==> src/sv/slcl_pkg.sv <==
// Shared types, codes and constants for the serial line command LED driver.
// No dependencies; every other file refers to this package by scoped names.
package slcl_pkg;

  localparam int BUFFER_BYTES_DEF = 64;
  localparam int BLINK_W          = 16;
  localparam int LINE_LEN_W       = 6;
  localparam int QUEUE_DEPTH      = 2;  // power of two
  localparam int POS_W            = 3;  // token position, saturates at 7

  localparam logic [BLINK_W-1:0] BLINK_RESET = 16'd500;

  localparam logic [7:0] CHAR_CR    = 8'h0D;
  localparam logic [7:0] CHAR_LF    = 8'h0A;
  localparam logic [7:0] CHAR_BS    = 8'h08;
  localparam logic [7:0] CHAR_DEL   = 8'h7F;
  localparam logic [7:0] CHAR_SPACE = 8'h20;
  localparam logic [7:0] CHAR_TAB   = 8'h09;
  localparam logic [7:0] CHAR_NUL   = 8'h00;
  localparam logic [7:0] CASE_OFFSET = 8'd32;

  localparam logic [7:0] WORD_ON     [2] = '{8'h4F, 8'h4E};
  localparam logic [7:0] WORD_OFF    [3] = '{8'h4F, 8'h46, 8'h46};
  localparam logic [7:0] WORD_TOGGLE [6] = '{8'h54, 8'h4F, 8'h47, 8'h47, 8'h4C, 8'h45};

  localparam logic [POS_W-1:0] LEN_ON     = 3'd2;
  localparam logic [POS_W-1:0] LEN_OFF    = 3'd3;
  localparam logic [POS_W-1:0] LEN_TOGGLE = 3'd6;

  typedef enum logic [1:0] {
    OP_STORE,
    OP_ERASE,
    OP_END,
    OP_TICK
  } op_kind_t;

  typedef struct packed {
    op_kind_t   kind;
    logic [7:0] data;
  } op_t;

  typedef struct packed {
    logic full;
    logic empty;
  } q_status_t;

  typedef enum logic [2:0] {
    EV_NONE    = 3'd0,
    EV_ECHO    = 3'd1,
    EV_ERASE   = 3'd2,
    EV_ON      = 3'd3,
    EV_OFF     = 3'd4,
    EV_TOGGLE  = 3'd5,
    EV_UNKNOWN = 3'd6,
    EV_DISCARD = 3'd7
  } event_t;

  typedef enum logic [1:0] {
    MODE_OFF    = 2'd0,
    MODE_ON     = 2'd1,
    MODE_TOGGLE = 2'd2
  } mode_t;

  typedef enum logic [1:0] {
    ST_IDLE,
    ST_SCAN,
    ST_DONE
  } back_state_t;

  function automatic logic [7:0] upper_case(input logic [7:0] c);
    if (c >= 8'h61 && c <= 8'h7A) begin
      return c - CASE_OFFSET;
    end
    return c;
  endfunction

  function automatic logic is_blank(input logic [7:0] c);
    return (c == CHAR_SPACE) || (c == CHAR_TAB);
  endfunction

endpackage

==> src/sv/slcl_front.sv <==
// Front end: accepts items and classifies them into queue operations.
// Depends on slcl_pkg (op_t, q_status_t, character codes).
module slcl_front (
  input  logic                  in_valid,
  output logic                  in_stall,
  input  logic                  command,
  input  logic [7:0]            rx_byte,
  input  slcl_pkg::q_status_t   q_status,
  output logic                  q_push,
  output slcl_pkg::op_t         q_op
);

  assign in_stall = q_status.full;
  assign q_push   = in_valid && !q_status.full;

  always_comb begin
    q_op.data = rx_byte;
    if (command) begin
      q_op.kind = slcl_pkg::OP_TICK;
    end else if (rx_byte == slcl_pkg::CHAR_CR || rx_byte == slcl_pkg::CHAR_LF) begin
      q_op.kind = slcl_pkg::OP_END;
    end else if (rx_byte == slcl_pkg::CHAR_BS || rx_byte == slcl_pkg::CHAR_DEL) begin
      q_op.kind = slcl_pkg::OP_ERASE;
    end else begin
      q_op.kind = slcl_pkg::OP_STORE;
    end
  end

endmodule

==> src/sv/slcl_fifo.sv <==
// Short operation queue between the front end and the back end.
// Depends on slcl_pkg (op_t, q_status_t, QUEUE_DEPTH).
module slcl_fifo (
  input  logic                clk,
  input  logic                rst,
  input  logic                push,
  input  slcl_pkg::op_t       push_op,
  input  logic                pop,
  output slcl_pkg::op_t       pop_op,
  output slcl_pkg::q_status_t status
);

  localparam int PTR_W = (slcl_pkg::QUEUE_DEPTH > 1) ? $clog2(slcl_pkg::QUEUE_DEPTH) : 1;
  localparam int CNT_W = $clog2(slcl_pkg::QUEUE_DEPTH + 1);

  slcl_pkg::op_t    slots [slcl_pkg::QUEUE_DEPTH];
  logic [PTR_W-1:0] wr_ptr;
  logic [PTR_W-1:0] rd_ptr;
  logic [CNT_W-1:0] fill;

  assign status.full  = (fill == CNT_W'(slcl_pkg::QUEUE_DEPTH));
  assign status.empty = (fill == '0);
  assign pop_op       = slots[rd_ptr];

  always_ff @(posedge clk) begin
    if (push) begin
      slots[wr_ptr] <= push_op;
    end
  end

  always_ff @(posedge clk) begin
    if (rst) begin
      wr_ptr <= '0;
      rd_ptr <= '0;
      fill   <= '0;
    end else begin
      if (push) begin
        wr_ptr <= wr_ptr + PTR_W'(1);
      end
      if (pop) begin
        rd_ptr <= rd_ptr + PTR_W'(1);
      end
      case ({push, pop})
        2'b10:   fill <= fill + CNT_W'(1);
        2'b01:   fill <= fill - CNT_W'(1);
        default: fill <= fill;
      endcase
    end
  end

endmodule

==> src/sv/slcl_back.sv <==
// Back end: line store, line evaluation walk, LED mode/blink state and result register.
// Depends on slcl_pkg (op_t, event_t, mode_t, back_state_t, word tables).
module slcl_back #(
  parameter int BUFFER_BYTES = slcl_pkg::BUFFER_BYTES_DEF
) (
  input  logic                            clk,
  input  logic                            rst,
  input  logic                            q_valid,
  input  slcl_pkg::op_t                   q_op,
  output logic                            q_pop,
  input  logic                            cfg_wr_en,
  input  logic [slcl_pkg::BLINK_W-1:0]    cfg_wr_data,
  output logic                            out_valid,
  input  logic                            out_stall,
  output logic [2:0]                      event_res,
  output logic [7:0]                      echo_byte,
  output logic                            led_level,
  output logic [1:0]                      led_mode,
  output logic [slcl_pkg::LINE_LEN_W-1:0] line_length
);

  localparam int CAP    = BUFFER_BYTES - 1;
  localparam int ADDR_W = $clog2(CAP);
  localparam int CNT_W  = $clog2(BUFFER_BYTES);
  localparam int BW     = slcl_pkg::BLINK_W;
  localparam int PW     = slcl_pkg::POS_W;

  slcl_pkg::back_state_t state, state_next;

  logic [7:0]       mem [CAP];
  logic [CNT_W-1:0] count, count_next;
  slcl_pkg::mode_t  mode, mode_next;
  logic             level, level_next;
  logic [BW-1:0]    blink_cnt, blink_next, blink_inc;
  logic [BW-1:0]    blink_period;

  // line walk
  logic [CNT_W-1:0] idx;
  logic             rd_en;
  logic             rd_vld;
  logic [7:0]       rd_data;
  logic             scan_end;
  logic             in_token;
  logic [PW-1:0]    pos, last_len, p_eff, p_inc;
  logic             ok_on, ok_off, ok_tgl;
  logic             on_hit, off_hit, tgl_hit;
  logic [7:0]       uc;

  logic             out_free;
  logic             load_out;
  logic             store_wr;
  slcl_pkg::event_t ev;
  logic [7:0]       echo;
  slcl_pkg::event_t event_q;
  slcl_pkg::mode_t  mode_q;

  assign out_free  = !out_valid || !out_stall;
  assign q_pop     = (state == slcl_pkg::ST_IDLE) && q_valid && out_free;
  assign blink_inc = blink_cnt + BW'(1);

  assign rd_en    = (state == slcl_pkg::ST_SCAN) && (idx < count);
  assign scan_end = (rd_vld && rd_data == slcl_pkg::CHAR_NUL) || (!rd_vld && idx == count);

  assign uc      = slcl_pkg::upper_case(rd_data);
  assign p_eff   = in_token ? pos : '0;
  assign p_inc   = (p_eff == {PW{1'b1}}) ? p_eff : p_eff + PW'(1);
  assign on_hit  = (p_eff < slcl_pkg::LEN_ON) && (uc == slcl_pkg::WORD_ON[p_eff[0]]);
  assign off_hit = (p_eff < slcl_pkg::LEN_OFF) && (uc == slcl_pkg::WORD_OFF[p_eff[1:0]]);
  assign tgl_hit = (p_eff < slcl_pkg::LEN_TOGGLE) && (uc == slcl_pkg::WORD_TOGGLE[p_eff]);

  // next state
  always_comb begin
    state_next = state;
    case (state)
      slcl_pkg::ST_IDLE: begin
        if (q_pop && q_op.kind == slcl_pkg::OP_END && count != '0) begin
          state_next = slcl_pkg::ST_SCAN;
        end
      end
      slcl_pkg::ST_SCAN: begin
        if (scan_end) begin
          state_next = slcl_pkg::ST_DONE;
        end
      end
      slcl_pkg::ST_DONE: begin
        if (out_free) begin
          state_next = slcl_pkg::ST_IDLE;
        end
      end
      default: state_next = slcl_pkg::ST_IDLE;
    endcase
  end

  // outputs and datapath updates
  always_comb begin
    count_next = count;
    mode_next  = mode;
    level_next = level;
    blink_next = blink_cnt;
    ev         = slcl_pkg::EV_NONE;
    echo       = 8'd0;
    load_out   = 1'b0;
    store_wr   = 1'b0;
    case (state)
      slcl_pkg::ST_IDLE: begin
        if (q_pop) begin
          case (q_op.kind)
            slcl_pkg::OP_TICK: begin
              load_out = 1'b1;
              if (mode == slcl_pkg::MODE_TOGGLE) begin
                if (blink_inc >= blink_period) begin
                  level_next = ~level;
                  blink_next = '0;
                end else begin
                  blink_next = blink_inc;
                end
              end
            end
            slcl_pkg::OP_ERASE: begin
              load_out = 1'b1;
              if (count != '0) begin
                count_next = count - CNT_W'(1);
                ev         = slcl_pkg::EV_ERASE;
              end
            end
            slcl_pkg::OP_STORE: begin
              load_out = 1'b1;
              if (count < CNT_W'(CAP)) begin
                store_wr   = 1'b1;
                count_next = count + CNT_W'(1);
                ev         = slcl_pkg::EV_ECHO;
                echo       = q_op.data;
              end else begin
                ev = slcl_pkg::EV_DISCARD;
              end
            end
            slcl_pkg::OP_END: begin
              // a non-empty line goes to the walk, the result comes from ST_DONE
              load_out = (count == '0);
            end
            default: ;
          endcase
        end
      end
      slcl_pkg::ST_DONE: begin
        if (out_free) begin
          load_out   = 1'b1;
          count_next = '0;
          if (!in_token) begin
            ev = slcl_pkg::EV_NONE;
          end else if (ok_on && last_len == slcl_pkg::LEN_ON) begin
            ev         = slcl_pkg::EV_ON;
            mode_next  = slcl_pkg::MODE_ON;
            level_next = 1'b1;
          end else if (ok_off && last_len == slcl_pkg::LEN_OFF) begin
            ev         = slcl_pkg::EV_OFF;
            mode_next  = slcl_pkg::MODE_OFF;
            level_next = 1'b0;
          end else if (ok_tgl && last_len == slcl_pkg::LEN_TOGGLE) begin
            ev         = slcl_pkg::EV_TOGGLE;
            mode_next  = slcl_pkg::MODE_TOGGLE;
            blink_next = '0;
          end else begin
            ev = slcl_pkg::EV_UNKNOWN;
          end
        end
      end
      default: ;
    endcase
  end

  // line store: one write port, one registered read port
  always_ff @(posedge clk) begin
    if (store_wr) begin
      mem[count[ADDR_W-1:0]] <= q_op.data;
    end
    if (rd_en) begin
      rd_data <= mem[idx[ADDR_W-1:0]];
    end
  end

  always_ff @(posedge clk) begin
    if (rst) begin
      state        <= slcl_pkg::ST_IDLE;
      count        <= '0;
      mode         <= slcl_pkg::MODE_OFF;
      level        <= 1'b0;
      blink_cnt    <= '0;
      blink_period <= slcl_pkg::BLINK_RESET;
      out_valid    <= 1'b0;
      rd_vld       <= 1'b0;
      idx          <= '0;
    end else begin
      state     <= state_next;
      count     <= count_next;
      mode      <= mode_next;
      level     <= level_next;
      blink_cnt <= blink_next;
      rd_vld    <= rd_en;
      if (cfg_wr_en) begin
        blink_period <= cfg_wr_data;
      end
      if (state == slcl_pkg::ST_IDLE) begin
        idx <= '0;
      end else if (rd_en) begin
        idx <= idx + CNT_W'(1);
      end
      if (load_out) begin
        out_valid <= 1'b1;
      end else if (!out_stall) begin
        out_valid <= 1'b0;
      end
    end
  end

  // token tracking: position counts from the first non-blank byte, blanks included;
  // last_len marks the end of the last non-blank byte, so trailing blanks drop out
  always_ff @(posedge clk) begin
    if (state == slcl_pkg::ST_IDLE) begin
      in_token <= 1'b0;
      pos      <= '0;
      last_len <= '0;
      ok_on    <= 1'b1;
      ok_off   <= 1'b1;
      ok_tgl   <= 1'b1;
    end else if (state == slcl_pkg::ST_SCAN && rd_vld && rd_data != slcl_pkg::CHAR_NUL) begin
      if (!slcl_pkg::is_blank(rd_data)) begin
        in_token <= 1'b1;
        pos      <= p_inc;
        last_len <= p_inc;
        // pos ahead of last_len means a blank sits inside the token: no word has one
        ok_on    <= ok_on && on_hit && (pos == last_len);
        ok_off   <= ok_off && off_hit && (pos == last_len);
        ok_tgl   <= ok_tgl && tgl_hit && (pos == last_len);
      end else if (in_token) begin
        pos <= p_inc;
      end
    end
  end

  always_ff @(posedge clk) begin
    if (load_out) begin
      event_q     <= ev;
      echo_byte   <= echo;
      led_level   <= level_next;
      mode_q      <= mode_next;
      line_length <= slcl_pkg::LINE_LEN_W'(count_next);
    end
  end

  assign event_res = event_q;
  assign led_mode  = mode_q;

endmodule

==> src/sv/serial_line_command_led_driver_top.sv <==
// Top level of the serial line command LED driver: front end, operation queue, back end.
// Depends on slcl_pkg, slcl_front, slcl_fifo and slcl_back.
//
//   channel | direction | handshake             | payload
//   in      | to block  | in_valid / in_stall   | command, rx_byte
//   out     | from block| out_valid / out_stall | event_res, echo_byte, led_level,
//           |           |                       | led_mode, line_length
//   cfg     | to block  | cfg_wr_en             | cfg_wr_data (blink_period)
//
// Bytes, erases and ticks are handled in the back end as they leave the queue; a CR or LF
// ending a non-empty line starts a walk over the line store's single read port, one byte
// per cycle, that stops at the first NUL byte or after the last stored byte.
// A two-entry queue lets the front end keep accepting, until it fills, while the back end walks a line.
// Synchronous active-high reset clears control state; the line store is not cleared.
// The result register holds while out_stall is high and a new item may still enter the queue meanwhile.
module serial_line_command_led_driver_top #(
  parameter int BUFFER_BYTES = slcl_pkg::BUFFER_BYTES_DEF
) (
  input  logic                            clk,
  input  logic                            rst,
  input  logic                            in_valid,
  output logic                            in_stall,
  input  logic                            command,
  input  logic [7:0]                      rx_byte,
  output logic                            out_valid,
  input  logic                            out_stall,
  output logic [2:0]                      event_res,
  output logic [7:0]                      echo_byte,
  output logic                            led_level,
  output logic [1:0]                      led_mode,
  output logic [slcl_pkg::LINE_LEN_W-1:0] line_length,
  input  logic                            cfg_wr_en,
  input  logic [slcl_pkg::BLINK_W-1:0]    cfg_wr_data
);

  slcl_pkg::q_status_t q_status;
  slcl_pkg::op_t       push_op;
  slcl_pkg::op_t       pop_op;
  logic                q_push;
  logic                q_pop;

  slcl_front u_front (
    .in_valid (in_valid),
    .in_stall (in_stall),
    .command  (command),
    .rx_byte  (rx_byte),
    .q_status (q_status),
    .q_push   (q_push),
    .q_op     (push_op)
  );

  slcl_fifo u_fifo (
    .clk     (clk),
    .rst     (rst),
    .push    (q_push),
    .push_op (push_op),
    .pop     (q_pop),
    .pop_op  (pop_op),
    .status  (q_status)
  );

  slcl_back #(
    .BUFFER_BYTES (BUFFER_BYTES)
  ) u_back (
    .clk         (clk),
    .rst         (rst),
    .q_valid     (!q_status.empty),
    .q_op        (pop_op),
    .q_pop       (q_pop),
    .cfg_wr_en   (cfg_wr_en),
    .cfg_wr_data (cfg_wr_data),
    .out_valid   (out_valid),
    .out_stall   (out_stall),
    .event_res   (event_res),
    .echo_byte   (echo_byte),
    .led_level   (led_level),
    .led_mode    (led_mode),
    .line_length (line_length)
  );

  a_queue_no_overflow: assert property (@(posedge clk) disable iff (rst)
    q_push |-> !q_status.full || q_pop)
    else $error("queue push while full");

  a_echo_only_on_echo: assert property (@(posedge clk) disable iff (rst)
    out_valid && event_res != slcl_pkg::EV_ECHO |-> echo_byte == 8'd0)
    else $error("echo byte set without echo event");

  a_on_off_state: assert property (@(posedge clk) disable iff (rst)
    out_valid && event_res == slcl_pkg::EV_ON |-> led_level && led_mode == slcl_pkg::MODE_ON)
    else $error("ON result without lit steady LED");

  a_line_cleared: assert property (@(posedge clk) disable iff (rst)
    out_valid && (event_res == slcl_pkg::EV_ON || event_res == slcl_pkg::EV_OFF ||
                  event_res == slcl_pkg::EV_TOGGLE || event_res == slcl_pkg::EV_UNKNOWN)
    |-> line_length == '0)
    else $error("line store not emptied after a line");

endmodule
==> config.mk <==
export PLATFORM = sky130hd
export DESIGN_NAME = serial_line_command_led_driver_top
export DESIGN_NICKNAME = d
export VERILOG_FILES = /design/src/sv/slcl_pkg.sv /design/src/sv/slcl_front.sv /design/src/sv/slcl_fifo.sv /design/src/sv/slcl_back.sv /design/src/sv/serial_line_command_led_driver_top.sv
export SDC_FILE = /design/constraint.sdc
export NUM_CORES = 1
export LEC_CHECK = 0
export ABC_AREA = 1
export BUFFER_PORTS_ARGS = -buffer_cell sky130_fd_sc_hd__buf_2
export CAP_MARGIN = 5
export CELL_PAD_IN_SITES_DETAIL_PLACEMENT = 1
export CELL_PAD_IN_SITES_GLOBAL_PLACEMENT = 1
export CORE_MARGIN = 5
export CORE_UTILIZATION = 33
export DETAILED_ROUTE_END_ITERATION = 8
export PLACE_DENSITY = 0.56
export SYNTH_ARGS = -nofsm -noshare
export SYNTH_HDL_FRONTEND = slang
export SYNTH_SLANG_ARGS = --single-unit
==> constraint.sdc <==
create_clock -name clk -period 3.2 [get_ports clk]
set_input_delay 0.64 -clock clk [delete_from_list [all_inputs] [get_ports clk]]
set_output_delay 0.64 -clock clk [all_outputs]
set_load 0.05 [all_outputs]
==> metrics.yaml <==
hold_path.class: "in -> reg"
yosysWarnings: 0
power.density_nw_per_um2: 720
layout_commonest_cell: "edfxtp_1"
grt_pass1_vias: 18500
start_kind: "flip-flop"
die_y_um: 290
tns_ns: 0
grt.overflow.total: 0
yosys.area_share.adder: 0.0155
min_period_ns: 2.88
leakagePower_nw: 10.6
synth_flop_cell: "edfxtp_1"
rsz0062_at_grt: "false"
clock_latency_ns: 0.61
die-area_um2: 84000
syn_inst: 2239
synth_top_family_by_area: "compound AO/OA/AOI/OAI gates"
crit_type: "reg -> reg"
synthXorXnorAreaFrac: 0.00678
muxShareOfSynthArea: 0
status: "finished clean"
io_buffers: 51
wirelength_um: 75200
num_vias: 17700
chipWidth_um: 290
drt-pass1-iter-count: 5
num_rows: 102
ys_types: 43
setup_viol: 0
nNetsFinal: 2421
postCtsSetupBuffers: 0
syn-num-nets: 2301
placedCellCount: 3329
fill_cells: 8423
drt_iter0_drc: 1229
maxSlewViolCount: 0
cap_violations: 0
synthArstFlopShare: 0
crit_fanout: 16
cts_root_buf: "clkbuf_16"
synth-edff-count: 552
coreArea_um2: 77600
drc_errors: 0
cts_resized: 0
met1Wirelength_um: 34900
multi_input_area_um2: 6910
gp_congestion: 0.796
layout_worst_path_cycle_share: 0.901
drive_above_1_share: 0.126
cts_tree: "done"
fmax_mhz: 347
final_antenna_net_count: 0
critPathCaptureType: "flip-flop"
clkTransAtPathRegs_ns: 0.06
cp_data_required_time_ns: 3.66
cts_buffer_depth: 3
syn_area_um2: 25800
start_util: 0.333
met3_length_um: 2910
finClkSkew_ns: 0.0304
grtUsageTotal: 0.175
yosys.area_share.simple: 0.121
routedWlPerCell_um: 21.8
max_slew.worst_pin.slew_ns: 0.972
numCtsBuffers: 68
synth-seq-cells: 618
htree_levels: 3
slew_headroom: 0.350
seq_area_frac_synth: 0.692
grt_pass1_wl_um: 115000
hold_violations: 0
io_pins: 52
top_layer: "met4"
area_delta_synth_final_pct: 16.7
diodes: 0
vias_per_cell: 5.12
pre_cts_slack_ns: 0.0943
hold_buffers: 0
crit_arrival_ns: 3.35
stdcell_count: 3451
synth_compound_area_frac: 0.123
final-seq-area_um2: 17900
hpwl_um: 48100
antenna_found_initial: 0
layout_setup_ws_ns: 0.318
grt_max_degree: 119
clock_sinks: 618
syn-mean-instance-area_um2: 11.5
wl_met2_um: 36100
ir_drop_mv: 1.12
layout_common_cells: "edfxtp_1 (552), nor2_1 (398), o21ai_0 (311)"
cell usage after synthesis (2+ instances only):
cell	count	area, um2
o221ai_1	35	307
edfxtp_1	552	16600
clkbuf_1	78	293
nand3_1	73	365
clkinv_1	2	7.51
buf_4	2	15.0
buf_6	3	33.8
nor3_1	14	70.1
o21ai_2	3	26.3
o211ai_1	40	300
xor2_1	17	149
o21ai_0	311	1560
inv_2	4	15.0
nand4_1	35	219
nand3_4	3	52.6
nor2_1	400	1500
a21oi_1	72	360
a31oi_1	3	18.8
xnor2_1	3	26.3
o21a_1	4	30.0
dfxtp_1	66	1320
inv_1	138	518
buf_2	26	130
inv_4	2	12.5
a211oi_1	3	22.5
nor4_1	3	18.8
nand2_1	205	769
nand2_2	3	18.8
o2111ai_1	2	17.5
buf_1	11	41.3
o22ai_1	71	444
nor2_4	4	45.0
a22oi_1	10	75.1
ha_1	32	400
path summary, 6_finish.rpt:
path	from	end	slack (ns)	depth (start not counted)
min	cfg_wr_data[2]	u_back.blink_period[2]	0.26	3
min reg2reg	u_back.blink_period[2]	u_back.blink_period[2]	0.46	2
max	u_back.blink_cnt[1]	u_back.blink_cnt[11]	0.32	17
max reg2reg	u_back.blink_cnt[1]	u_back.blink_cnt[11]	0.32	17
cell type report:
class / count / area share
Inverter: 146 / 0.0185
Tap cell: 1040 / 0.0431
Timing Repair Buffer: 170 / 0.0430
Multi-Input combinational cell: 1355 / 0.229
Clock inverter: 37 / 0.0125
Clock buffer: 85 / 0.0606
Sequential cell: 618 / 0.593
sequential cells by signal, summed over array words and instances, names as in the netlist, 6 cells and up, named ones only:
signal               flops
u_back.mem             504
u_back.rd_data           8
u_back.count             6
u_back.line_length       6
u_back.blink_cnt        16
u_fifo.slots            20
u_back.echo_byte         8
u_back.idx               6
u_back.blink_period     16
metrics by stage:
stage	util	cell area [um2]	power, W	hold slack (ns)
finish	0.389	30200	0.0217	0.261
global route	0.389	30200	0.0227	0.252
CTS	0.389	30200	0.0221	0.224
detailed placement	0.360	28000	0.0142	0.456
global placement	0.360	28000	0.0141	0.455
floorplan	-	25800	0.0125	0.419
power by group:
group	switching [W]	internal (W)
sequential	0.000156	0.0101
clock	0.00320	0.00463
combinational	0.00295	0.000706
cell families (layout without fill, tap and decap cells):
group,after synthesis,after routing
AND/OR/NAND/NOR,745,745
buffers and inverters,266,438
XOR/XNOR,20,20
AO/OA/AOI/OAI,558,558
flip-flops,618,618
adder cells (fa/ha/maj),32,32
worst max-delay path: stages (launching register included):
cell	delay, ns
dfxtp_1	0.36
ha_1	0.20
nand3_1	0.13
nor2_1	0.15
inv_1	0.10
nor2_2	0.11
nand4_1	0.10
xor2_1	0.15
inv_1	0.08
ha_1	0.28
nand2_1	0.09
nor3_2	0.25
nand3_1	0.12
nand3_2	0.16
nor2_4	0.05
buf_12	0.14
a22oi_1	0.19
nor2_1	0.07
per-layer routing:
layer  global-route usage  up-vias
met5                    0        -
met4               0.0395        0
met3               0.0275       86
met2                0.291      280
met1                0.242     8982
li1                     -     8314
Power figures use the tool's default switching activity.
